--- config.mk ---
export PLATFORM = sky130hd
export DESIGN_NAME = serial_command_line_recognizer
export DESIGN_NICKNAME = d
export VERILOG_FILES = /design/src/design/scr_pkg.sv /design/src/design/serial_command_line_recognizer.sv
export SDC_FILE = /design/constraint.sdc
export NUM_CORES = 1
export LEC_CHECK = 0
export ABC_AREA = 1
export BUFFER_PORTS_ARGS = -buffer_cell sky130_fd_sc_hd__buf_2
export CAP_MARGIN = 10
export CORE_MARGIN = 2
export CORE_UTILIZATION = 50
export DETAILED_ROUTE_END_ITERATION = 6
export MAX_ROUTING_LAYER = met4
export PLACE_DENSITY = 0.68
export SLEW_MARGIN = 15
export SYNTH_ARGS = -nofsm -noshare
export SYNTH_HDL_FRONTEND = slang
export SYNTH_SLANG_ARGS = --single-unit
--- constraint.sdc ---
create_clock -name clk -period 3.5 [get_ports clk]
set_input_delay 0.175 -clock clk [delete_from_list [all_inputs] [get_ports clk]]
set_output_delay 0.175 -clock clk [all_outputs]
set_load 0.005 [all_outputs]
--- src/design/scr_pkg.sv ---
// Package for the serial command-line recognizer.
// Holds the beat types, command and action codes, keywords and the keyword match function.
// No dependencies.
package scr_pkg;

	localparam int LINE_LEN         = 5;
	localparam int NUM_SONGS        = 6;
	localparam int TICKS_PER_SECOND = 100000;

	localparam int LEN_W   = $clog2(LINE_LEN + 1);
	localparam int TICK_W  = 17;
	localparam int SONG_W  = 3;
	localparam int KW_MAX  = 8;

	localparam logic [2:0] CMD_BYTE    = 3'd0;
	localparam logic [2:0] CMD_TICK    = 3'd1;
	localparam logic [2:0] CMD_PAUSE   = 3'd2;
	localparam logic [2:0] CMD_UNPAUSE = 3'd3;
	localparam logic [2:0] CMD_PLAY    = 3'd4;

	localparam logic [2:0] ACT_NONE    = 3'd0;
	localparam logic [2:0] ACT_HELP    = 3'd1;
	localparam logic [2:0] ACT_PLAY    = 3'd2;
	localparam logic [2:0] ACT_PAUSE   = 3'd3;
	localparam logic [2:0] ACT_LOAD    = 3'd4;
	localparam logic [2:0] ACT_STOP    = 3'd5;
	localparam logic [2:0] ACT_INVALID = 3'd6;

	localparam logic [7:0] CH_NUL = 8'd0;
	localparam logic [7:0] CH_CR  = 8'd13;
	localparam logic [7:0] CH_DEL = 8'd127;

	localparam logic [TICK_W-1:0] TICK_LIMIT = TICK_W'(TICKS_PER_SECOND);
	localparam logic [SONG_W-1:0] SONG_LAST  = SONG_W'(NUM_SONGS - 1);

	typedef logic [LINE_LEN-1:0][7:0] line_t;
	typedef logic [KW_MAX-1:0][7:0]   kw_t;

	// Element 0 holds the first character of the keyword.
	localparam kw_t KW_HELP  = {8'd0, 8'd0, 8'd0, 8'd0, "P", "L", "E", "H"};
	localparam kw_t KW_PLAY  = {8'd0, 8'd0, 8'd0, 8'd0, "Y", "A", "L", "P"};
	localparam kw_t KW_PAUSE = {8'd0, 8'd0, 8'd0, "E", "S", "U", "A", "P"};
	localparam kw_t KW_NEXT  = {8'd0, 8'd0, 8'd0, 8'd0, "T", "X", "E", "N"};
	localparam kw_t KW_STOP  = {8'd0, 8'd0, 8'd0, 8'd0, "P", "O", "T", "S"};

	typedef struct packed {
		logic [2:0] command;
		logic [7:0] rx_byte;
	} in_beat_t;

	typedef struct packed {
		logic              echo_valid;
		logic [7:0]        echo_char;
		logic [2:0]        action;
		logic [SONG_W-1:0] song_index;
		logic              song_valid;
		logic              led_level;
		logic              blink_mode;
	} out_beat_t;

	// True when the line holds exactly the keyword of the given length.
	function automatic logic kw_match(line_t chars, logic [LEN_W-1:0] len, kw_t kw,
			int kwlen);
		logic ok;
		ok = (kwlen <= LINE_LEN) && (int'(len) == kwlen);
		for (int i = 0; i < LINE_LEN; i++) begin
			if (i < kwlen && i < KW_MAX) begin
				if (chars[i] != kw[i]) begin
					ok = 1'b0;
				end
			end
		end
		return ok;
	endfunction

endpackage

--- src/design/serial_command_line_recognizer.sv ---
// Top level of the serial command-line recognizer: input register, line buffer,
// keyword match, LED and song state, and the result register. Depends on scr_pkg.
//
//  channel | signals                        | contents
//  in      | in_valid, in_ready, in_data    | beat of command and received byte
//  out     | out_valid, out_ready, out_data | beat of echo, action, song and LED state
//  cfg     | cfg_we, cfg_wdata              | write of remote_enable
//
// Each beat is held in the input register and moves to the result register when that register
// is empty or being read; one beat is accepted per cycle while the result is not stalled.
// The line buffer and all state but remote_enable update in the cycle a beat leaves the input register.
// A stalled result holds the input register; reset empties both and sets remote_enable.
module serial_command_line_recognizer (
	input  logic              clk,
	input  logic              arst_n,
	input  logic              in_valid,
	output logic              in_ready,
	input  scr_pkg::in_beat_t in_data,
	output logic              out_valid,
	input  logic              out_ready,
	output scr_pkg::out_beat_t out_data,
	input  logic              cfg_we,
	input  logic              cfg_wdata
);
	import scr_pkg::*;

	logic              valid_s1;
	in_beat_t          data_s1;
	logic              out_valid_q;
	out_beat_t         out_data_q;

	logic              remote_enable_q;
	line_t             line_q;
	logic [LEN_W-1:0]  len_q;
	logic              blink_q;
	logic              led_q;
	logic              pending_q;
	logic [TICK_W-1:0] tick_q;
	logic [SONG_W-1:0] next_song_q;
	logic [SONG_W-1:0] loaded_song_q;
	logic              song_loaded_q;

	line_t             line_d;
	logic [LEN_W-1:0]  len_d;
	logic              blink_d;
	logic              led_d;
	logic              pending_d;
	logic [TICK_W-1:0] tick_d;
	logic [SONG_W-1:0] next_song_d;
	logic [SONG_W-1:0] loaded_song_d;
	logic              song_loaded_d;
	logic [TICK_W-1:0] tick_inc;
	out_beat_t         result;

	logic advance;
	logic fire;

	assign advance   = !out_valid_q || out_ready;
	assign fire      = valid_s1 && advance;
	assign in_ready  = advance || !valid_s1;
	assign out_valid = out_valid_q;
	assign out_data  = out_data_q;
	assign tick_inc  = tick_q + TICK_W'(1);

	always_comb begin
		line_d        = line_q;
		len_d         = len_q;
		blink_d       = blink_q;
		led_d         = led_q;
		pending_d     = pending_q;
		tick_d        = tick_q;
		next_song_d   = next_song_q;
		loaded_song_d = loaded_song_q;
		song_loaded_d = song_loaded_q;
		result        = '0;

		case (data_s1.command)
			CMD_BYTE: begin
				if (remote_enable_q) begin
					if (data_s1.rx_byte == CH_CR) begin
						result.echo_valid = 1'b1;
						result.echo_char  = CH_CR;
						if (kw_match(line_q, len_q, KW_HELP, 4)) begin
							result.action = ACT_HELP;
						end else if (kw_match(line_q, len_q, KW_PLAY, 4)) begin
							result.action = ACT_PLAY;
							blink_d       = 1'b0;
							led_d         = 1'b1;
						end else if (kw_match(line_q, len_q, KW_PAUSE, 5)) begin
							result.action = ACT_PAUSE;
							blink_d       = 1'b1;
						end else if (kw_match(line_q, len_q, KW_NEXT, 4)) begin
							result.action = ACT_LOAD;
							loaded_song_d = next_song_q;
							song_loaded_d = 1'b1;
							if (next_song_q >= SONG_LAST) begin
								next_song_d = '0;
							end else begin
								next_song_d = next_song_q + SONG_W'(1);
							end
						end else if (kw_match(line_q, len_q, KW_STOP, 4)) begin
							result.action = ACT_STOP;
							blink_d       = 1'b0;
							led_d         = 1'b0;
						end else begin
							result.action = ACT_INVALID;
						end
						line_d = '0;
						len_d  = '0;
					end else if (data_s1.rx_byte == CH_DEL) begin
						if (len_q != '0) begin
							len_d = len_q - LEN_W'(1);
							for (int i = 0; i < LINE_LEN; i++) begin
								if (LEN_W'(i) == len_d) begin
									line_d[i] = '0;
								end
							end
							result.echo_valid = 1'b1;
							result.echo_char  = CH_DEL;
						end
					end else if (len_q < LEN_W'(LINE_LEN) && data_s1.rx_byte != CH_NUL) begin
						for (int i = 0; i < LINE_LEN; i++) begin
							if (LEN_W'(i) == len_q) begin
								line_d[i] = data_s1.rx_byte;
							end
						end
						len_d             = len_q + LEN_W'(1);
						result.echo_valid = 1'b1;
						result.echo_char  = data_s1.rx_byte;
					end
				end
			end
			CMD_TICK: begin
				if (tick_inc == TICK_LIMIT) begin
					pending_d = 1'b1;
					tick_d    = '0;
				end else begin
					tick_d = tick_inc;
				end
			end
			CMD_PAUSE: begin
				blink_d = 1'b1;
			end
			CMD_UNPAUSE: begin
				blink_d = 1'b0;
			end
			CMD_PLAY: begin
				result.action = ACT_PLAY;
			end
			default: begin
			end
		endcase

		if (blink_d && pending_d) begin
			led_d     = !led_d;
			pending_d = 1'b0;
		end

		if (result.action == ACT_PLAY || result.action == ACT_LOAD) begin
			result.song_index = loaded_song_d;
		end
		result.song_valid = song_loaded_d;
		result.led_level  = led_d;
		result.blink_mode = blink_d;
	end

	always_ff @(posedge clk or negedge arst_n) begin
		if (!arst_n) begin
			valid_s1    <= 1'b0;
			out_valid_q <= 1'b0;
		end else begin
			if (in_valid && in_ready) begin
				valid_s1 <= 1'b1;
			end else if (advance) begin
				valid_s1 <= 1'b0;
			end
			if (advance) begin
				out_valid_q <= valid_s1;
			end
		end
	end

	always_ff @(posedge clk) begin
		if (in_valid && in_ready) begin
			data_s1 <= in_data;
		end
		if (fire) begin
			out_data_q <= result;
		end
	end

	always_ff @(posedge clk or negedge arst_n) begin
		if (!arst_n) begin
			remote_enable_q <= 1'b1;
			line_q          <= '0;
			len_q           <= '0;
			blink_q         <= 1'b0;
			led_q           <= 1'b0;
			pending_q       <= 1'b0;
			tick_q          <= '0;
			next_song_q     <= '0;
			loaded_song_q   <= '0;
			song_loaded_q   <= 1'b0;
		end else begin
			if (cfg_we) begin
				remote_enable_q <= cfg_wdata;
			end
			if (fire) begin
				line_q        <= line_d;
				len_q         <= len_d;
				blink_q       <= blink_d;
				led_q         <= led_d;
				pending_q     <= pending_d;
				tick_q        <= tick_d;
				next_song_q   <= next_song_d;
				loaded_song_q <= loaded_song_d;
				song_loaded_q <= song_loaded_d;
			end
		end
	end

endmodule
==> results of run 1 <==
## routing by layer
layer | vias up | routed length [um]
met5 | - | 0
met4 | 0 | 301
met3 | 27 | 698
met2 | 128 | 5790
met1 | 2145 | 5660
li1 | 2317 | -
## area by class of cell
| cell class | instances | area [um2] | share of cell area, % |
|---|---|---|---|
| timing repair buffer | 53 | 345 | 5.64 |
| clock inverter | 7 | 63.8 | 1.04 |
| multi-input combinational | 479 | 2350 | 38.4 |
| sequential | 102 | 2700 | 44.1 |
| tap | 140 | 175 | 2.86 |
| inverter | 95 | 363 | 5.93 |
| clock buffer | 9 | 124 | 2.02 |
## layout by cell type, fill, tap and decap left out, drive strengths merged, types with 2 or more instances in the layout
| cell type | Yosys | layout |
|---|---|---|
| nand3b | 4 | 4 |
| nor2 | 82 | 82 |
| ha | 11 | 11 |
| xor2 | 2 | 2 |
| nand4 | 14 | 14 |
| clkbuf | 2 | 9 |
| o22ai | 2 | 2 |
| xnor2 | 2 | 2 |
| a21oi | 6 | 6 |
| edfxtp | 29 | 29 |
| o21ai | 75 | 75 |
| nand2 | 209 | 209 |
| buf | 7 | 38 |
| dfrtp | 72 | 72 |
| nor4 | 3 | 3 |
| inv | 93 | 94 |
| dlygate4sd3 | 0 | 15 |
| nand3 | 41 | 41 |
| nor3 | 13 | 13 |
| o21bai | 3 | 3 |
| clkinv | 2 | 7 |
| o211ai | 3 | 3 |
## worst paths after layout
| check | to | slack (ps) |
|---|---|---|
| max in group asynchronous | line_q[36] | 2120 |
| min in group asynchronous | tick_q[7] | 310 |
| hold reg to reg | song_loaded_q | 460 |
| setup reg to reg | out_data[5] | 990 |
| setup / recovery | out_data[5] | 990 |
| hold / removal | out_valid | 50 |
## metrics by stage
stage               instances  util [%]
floorplan                 685         -
global placement          854      53.8
detailed placement        854      53.8
CTS                       885      57.0
global route              885      57.0
finish                    885      57.0
## cell families after synthesis
logic type | after synthesis
XOR/XNOR | 4
adder cells (fa/ha/maj) | 11
flip-flops | 102
buffers and inverters | 104
AND/OR/NAND/NOR | 370
AO/OA/AOI/OAI | 94
## synth_stat cells, types with 5 or more instances
| cell type | count |
|---|---|
| inv_1 | 87 |
| o21ai_1 | 17 |
| o21ai_0 | 50 |
| nor2_2 | 5 |
| a21oi_1 | 5 |
| inv_2 | 5 |
| nor2_1 | 73 |
| nand2_1 | 203 |
| nand4_1 | 14 |
| o21ai_2 | 8 |
| edfxtp_1 | 29 |
| ha_1 | 11 |
| nand2_2 | 5 |
| nor3_1 | 10 |
| nand3_1 | 40 |
| dfrtp_1 | 72 |
## where the power goes
group	internal, mW	leakage [nW]	total (mW)	switching [mW]
sequential	1.45	1.24	1.63	0.185
clock	0.326	0.0961	0.733	0.407
combinational	0.283	1.49	0.789	0.506
## registers in the layout (all words and copies together) (netlist names)
register / flops
loaded_song_q: 3
pending_q: 1
out_valid: 1
led_q: 1
next_song_q: 3
blink_q: 1
len_q: 3
remote_enable_q: 1
data_s1: 11
out_data: 18
song_loaded_q: 1
tick_q: 17
line_q: 40
valid_s1: 1
## worst reg2reg max path, delay by kind of cell (launching register included)
family | cells | cell delay [ps]
DFF | 1 | 450
buffers and inverters | 2 | 290
and+or+nand+nor | 9 | 1060
AOI/OAI and AO/OA | 1 | 220
adders and majority gates | 1 | 230
==> flow_summary.ini, run 1 <==
[status]
outcome = finished, final reports clean

[synth]
synth_top_area_share_pct = 32.9
synth_cells = 685
syn_avg_cell_area_um2 = 7.99
syn_nets = 713
yosysWarningCount = 0
synth_top_family_by_area = simple AND/OR/NAND/NOR gates
synthXorXnorAreaFrac_pct = 0.640
synth.ff_latch_count = 102
synthesis.area_um2 = 5470
synthAdderAreaFrac_pct = 2.51
synthSimpleGateAreaFrac_pct = 29.5
synth_cell_types = 46
dominantRegCellSynth = dfrtp_1
synth_largest_area_cell = dfrtp_1
yosysSeqAreaShare_pct = 49.3
synth_compound_area_share_pct = 10.3
synthArstFlopShare_pct = 71.6
synthTopCellsByArea = dfrtp_1 (33%), edfxtp_1 (16%), nand2_1 (14%), inv_1 (6.0%), nor2_1 (5.0%)
synth_mux_area_share_pct = 0
synth_edf_count = 29

[drt]
routedWlPerCell_um = 14.1
first_pass_iters = 7
drt-vias-per-instance = 5.22
drcViolationCount = 0
wl_um = 12400
antenna_left = 0
drt_iter0_drc = 368
vias = 4617

[floorplan]
core_um2 = 10700
start_util_pct = 50.9
die_area_um2 = 11800
die_x_um = 109
rows = 38
io_pins = 37
dieHeight_um = 109

[global_routing]
grt_pass1_wl_um = 20400
grt_pass1_vias = 4303
use_met2_pct = 35.1
grt_max_degree = 52
busiest_layer = met2
met3_usage_pct = 5.56
antenna_found_initial = 0
met1_usage_pct = 30.6
track_usage_pct = 23.3
gr-total-overflow = 0

[critical_path]
r2r-start = len_q[0]
path_depth = 13
cp_num_buf_inv = 2
reg2reg_depth = 13
crit_type = reg -> reg
arrival_ps = 2660
crit_required_ps = 3640
cpPeakStageDelay_ps = 450
critPathTopFamily = simple AND/OR/NAND/NOR gates
cp_cell_sequence = inv_1, ha_1, nand2_1, inv_2, nand3_1, nor3_1, nand3_1, nand2_1, nor2_1, o21ai_0, nand2_1, nand3_1, nor2_1
crit_start = len_q[0]
startpoint_type = register
worstSetupEndpointType = register
worstPathMaxFanout = 6
slowest_stage = dfrtp_1

[final_layout]
drive_gt1_share_pct = 12.3
nets = 768
fillers = 1000
area_growth_pct = 11.8
fin_area_um2 = 6120
diodes = 0

[clock_network]
clock_latency_ps = 390
holdBufCountCts = 15
cts_tree = yes
cts_resized = 0
cts_sinks = 102
clkSlewWorstSetupHoldPaths_ps = 90
cts_htree_levels = 3
cts_root_buffer = clkbuf_8
postCtsSetupRepairBufs = 0
numCtsBuffers = 9
clockBufferDepth = 2

[sta]
fin_skew_ps = 11.2
tightestPinTransition_ps = 796
timing.fmax_mhz = 398
min_period_ps = 2510
hold_viol = 0
max_slew_margin_pct = 46.9
finalSetupViolations = 0
fin_crit_sh_pct = 71.8
slew_violations = 0
fin_hold_ws_ps = 52.2
timing.final.ws_setup_ps = 986
rsz0062_at_grt = no
fin_tns_setup_ps = 0

[placed_design]
gp_congestion = 1.03
pre_cts_ws_ps = 1030
dpl.hpwl_um = 9260
dpl-instance-area_um2 = 5780
port_buffers = 36

[power_and_ir_drop]
peakVddDrop_v = 0.000364
power_density_nw_per_um2 = 516
p_leak_nw = 2.83
power.total_mw = 3.16

[min_path]
hp-start = out_ready
whs_path_depth = 4
hp-class = in -> reg

[run]
maxCapViolations = 0
Note: power is estimated with default switching activity, not from simulation.
==> run 2, diff against run 1 <==
--- a/config.mk
+++ b/config.mk
@@ -5,14 +5,14 @@
 export SDC_FILE = /design/constraint.sdc
 export NUM_CORES = 1
 export LEC_CHECK = 0
-export ABC_AREA = 1
+export ABC_AREA = 0
 export BUFFER_PORTS_ARGS = -buffer_cell sky130_fd_sc_hd__buf_2
 export CAP_MARGIN = 10
 export CORE_MARGIN = 2
 export CORE_UTILIZATION = 50
 export DETAILED_ROUTE_END_ITERATION = 6
 export MAX_ROUTING_LAYER = met4
-export PLACE_DENSITY = 0.68
+export PLACE_DENSITY = 0.71
 export SLEW_MARGIN = 15
 export SYNTH_ARGS = -nofsm -noshare
 export SYNTH_HDL_FRONTEND = slang
==> constraint.sdc (replaced) <==
create_clock -name clk -period 2.1 [get_ports clk]
set_input_delay 0.105 -clock clk [delete_from_list [all_inputs] [get_ports clk]]
set_output_delay 0.105 -clock clk [all_outputs]
set_load 0.005 [all_outputs]
==> flow_summary.ini, run 2 <==
[status]
outcome = finished, violations left
violations = setup timing

[run]
maxCapViolations = 0

[placed_design]
dpl.hpwl_um = 10200
gp_congestion = 0.936
port_buffers = 36
dpl-instance-area_um2 = 6640

[sta]
timing.fmax_mhz = 371
fin_tns_setup_ps = -29170
fin_crit_sh_pct = 128
min_period_ps = 2700
slew_violations = 0
hold_viol = 0
max_slew_margin_pct = 50.2
timing.final.ws_setup_ps = -596
rsz0062_at_grt = yes
fin_skew_ps = 15.1
fin_hold_ws_ps = 308
tightestPinTransition_ps = 746
finalSetupViolations = 80

[critical_path]
worstPathMaxFanout = 4
crit_type = reg -> reg
startpoint_type = register
arrival_ps = 2850
worstSetupEndpointType = register
reg2reg_depth = 11
crit_required_ps = 2250

[clock_network]
cts_tree = yes
clockBufferDepth = 2
cts_sinks = 102
clkSlewWorstSetupHoldPaths_ps = 100
clock_latency_ps = 390
cts_htree_levels = 3
cts_root_buffer = clkbuf_8
numCtsBuffers = 9

[power_and_ir_drop]
p_sw_mw = 1.02
internal_power_mw = 2.95
switching_share_pct = 25.7
p_leak_nw = 3.43
p_seq_share_pct = 55.0
comb_power_share_pct = 11.2
power_density_nw_per_um2 = 526
peakVddDrop_v = 0.000381
clkPwrFrac_pct = 33.8
power.total_mw = 3.97

[floorplan]
dieHeight_um = 105
die_area_um2 = 11000
io_pins = 37
start_util_pct = 51.8
rows = 36
core_um2 = 9860
die_x_um = 105

[synth]
synth_cell_types = 65
yosysSeqAreaShare_pct = 52.9
synthTopCellsByArea = dfrtp_1 (35%), edfxtp_1 (17%), mux2_2 (7.7%), ha_1 (2.7%), mux2_4 (2.4%)
synth_edf_count = 29
synthesis.area_um2 = 5110
synth_common_cells = dfrtp_1 (72), mux2_2 (35), nand2_1 (31), edfxtp_1 (29), o21ai_0 (22)
synth_cells = 437
syn_nets = 465
dominantRegCellSynth = dfrtp_1
yosysWarningCount = 0
synthMostInstantiatedCell = dfrtp_1
synth_largest_area_cell = dfrtp_1
syn_avg_cell_area_um2 = 11.7
synthArstFlopShare_pct = 71.6
synth.ff_latch_count = 102
synth_top_area_share_pct = 35.3

[global_routing]
track_usage_pct = 27.4
grt_pass1_wl_um = 23000
grt_max_degree = 31
grt_pass1_vias = 4617
gr-total-overflow = 0
antenna_found_initial = 0

[drt]
first_pass_iters = 7
drcViolationCount = 0
drt-vias-per-instance = 5.84
drt_iter0_drc = 324
vias = 4547
routedWlPerCell_um = 20.2
wl_um = 15700
antenna_left = 0

[final_layout]
nets = 669
diodes = 0
fin_area_um2 = 7560
fin_util_pct = 76.6
fillers = 579
area_growth_pct = 48.0
drive_gt1_share_pct = 51.4
largest_reg_flops = 40
final_common_cell = buf_4
top_register = line_q
final_cell_mix = buf_4 (134), dfrtp_1 (69), buf_2 (36)

[min_path]
hp-class = in -> async
[run 2: cell count changes in the layout (fill, tap and decap cells not counted), sizes merged, moves of 12 or more]
cell and change:
buf +146, nor2 -59, nand2 -177, o21ai -52, nand3 -25, and2 +12, inv -83, mux2 +43
[run 2: power groups by stage]
stage / Clock (mW) / Combinational (mW) / Sequential [mW]
after global routing: 1.42 / 0.489 / 2.19
after global placement: 0 / 0.370 / 2.22
final: 1.34 / 0.444 / 2.19
after floorplan: 0 / 0.156 / 2.21
after detailed placement: 0 / 0.384 / 2.22
after CTS: 1.36 / 0.418 / 2.18
[run 2: cell type report]
cell class                 count  area (um2)  area share [%]
multi-input combinational    317        2890            38.2
sequential                   102        2700            35.8
timing repair buffer         201        1560            20.6
tap                          133         166            2.20
clock buffer                  12         155            2.05
clock inverter                 4        53.8           0.712
inverter                      10        37.5           0.497
[run 2: logic make-up after synthesis]
group / count (synthesis) / synth area share (%)
AO/OA/AOI/OAI: 76 / 10.4
XOR/XNOR: 13 / 2.23
adder cells (fa/ha/maj): 11 / 2.70
buffers and inverters: 18 / 1.47
flip-flops: 102 / 52.9
multiplexers: 47 / 10.9
AND/OR/NAND/NOR: 170 / 19.5
[run 2: layer usage]
metal  GRT usage (%)  part of all wire (%)
met1            32.7                    40
met2            45.6                    50
met3            5.12                   5.5
met4            11.5                   4.5
met5               -                     0
[run 2: timing repair]
item | in CTS | in global routing
gates cloned | 0 | 1
buffers inserted | 9 | 17
gates resized for setup | 33 | 48
pin swaps | 12 | 17
hold buffers | 16 | 0
hold endpoints to repair | 41 | 0
setup endpoints to repair | 80 | 81
[run 2: path summary, 6_finish.rpt]
kind	startpoint	endpoint	slack (ps)
hold / removal	arst_n	line_q[34]	310
min in group clk	in_data[6]	data_s1[6]	420
setup / recovery	len_q[0]	out_data[4]	-600
hold reg to reg	valid_s1	out_valid	500
max in group asynchronous	arst_n	line_q[35]	1090
setup reg to reg	len_q[0]	out_data[4]	-600
[run 2: worst max-delay path, stage by stage, from the launching register on]
cell and delay (ps):
dfrtp_2 420, inv_2 80, ha_4 150, and4b_2 300, or4b_4 490, nor4_4 230, buf_4 190, nor3_4 50
buf_6 120, nand3_4 110, mux2i_2 250, nor3_2 70
[run 2: per-stage QoR]
stage	instances	worst slack, ps
2_1_floorplan	437	-569
3_3_place_gp	727	-461
3_5_place_dp	727	-525
4_1_cts	763	-508
5_1_grt	779	-638
6_report	779	-596
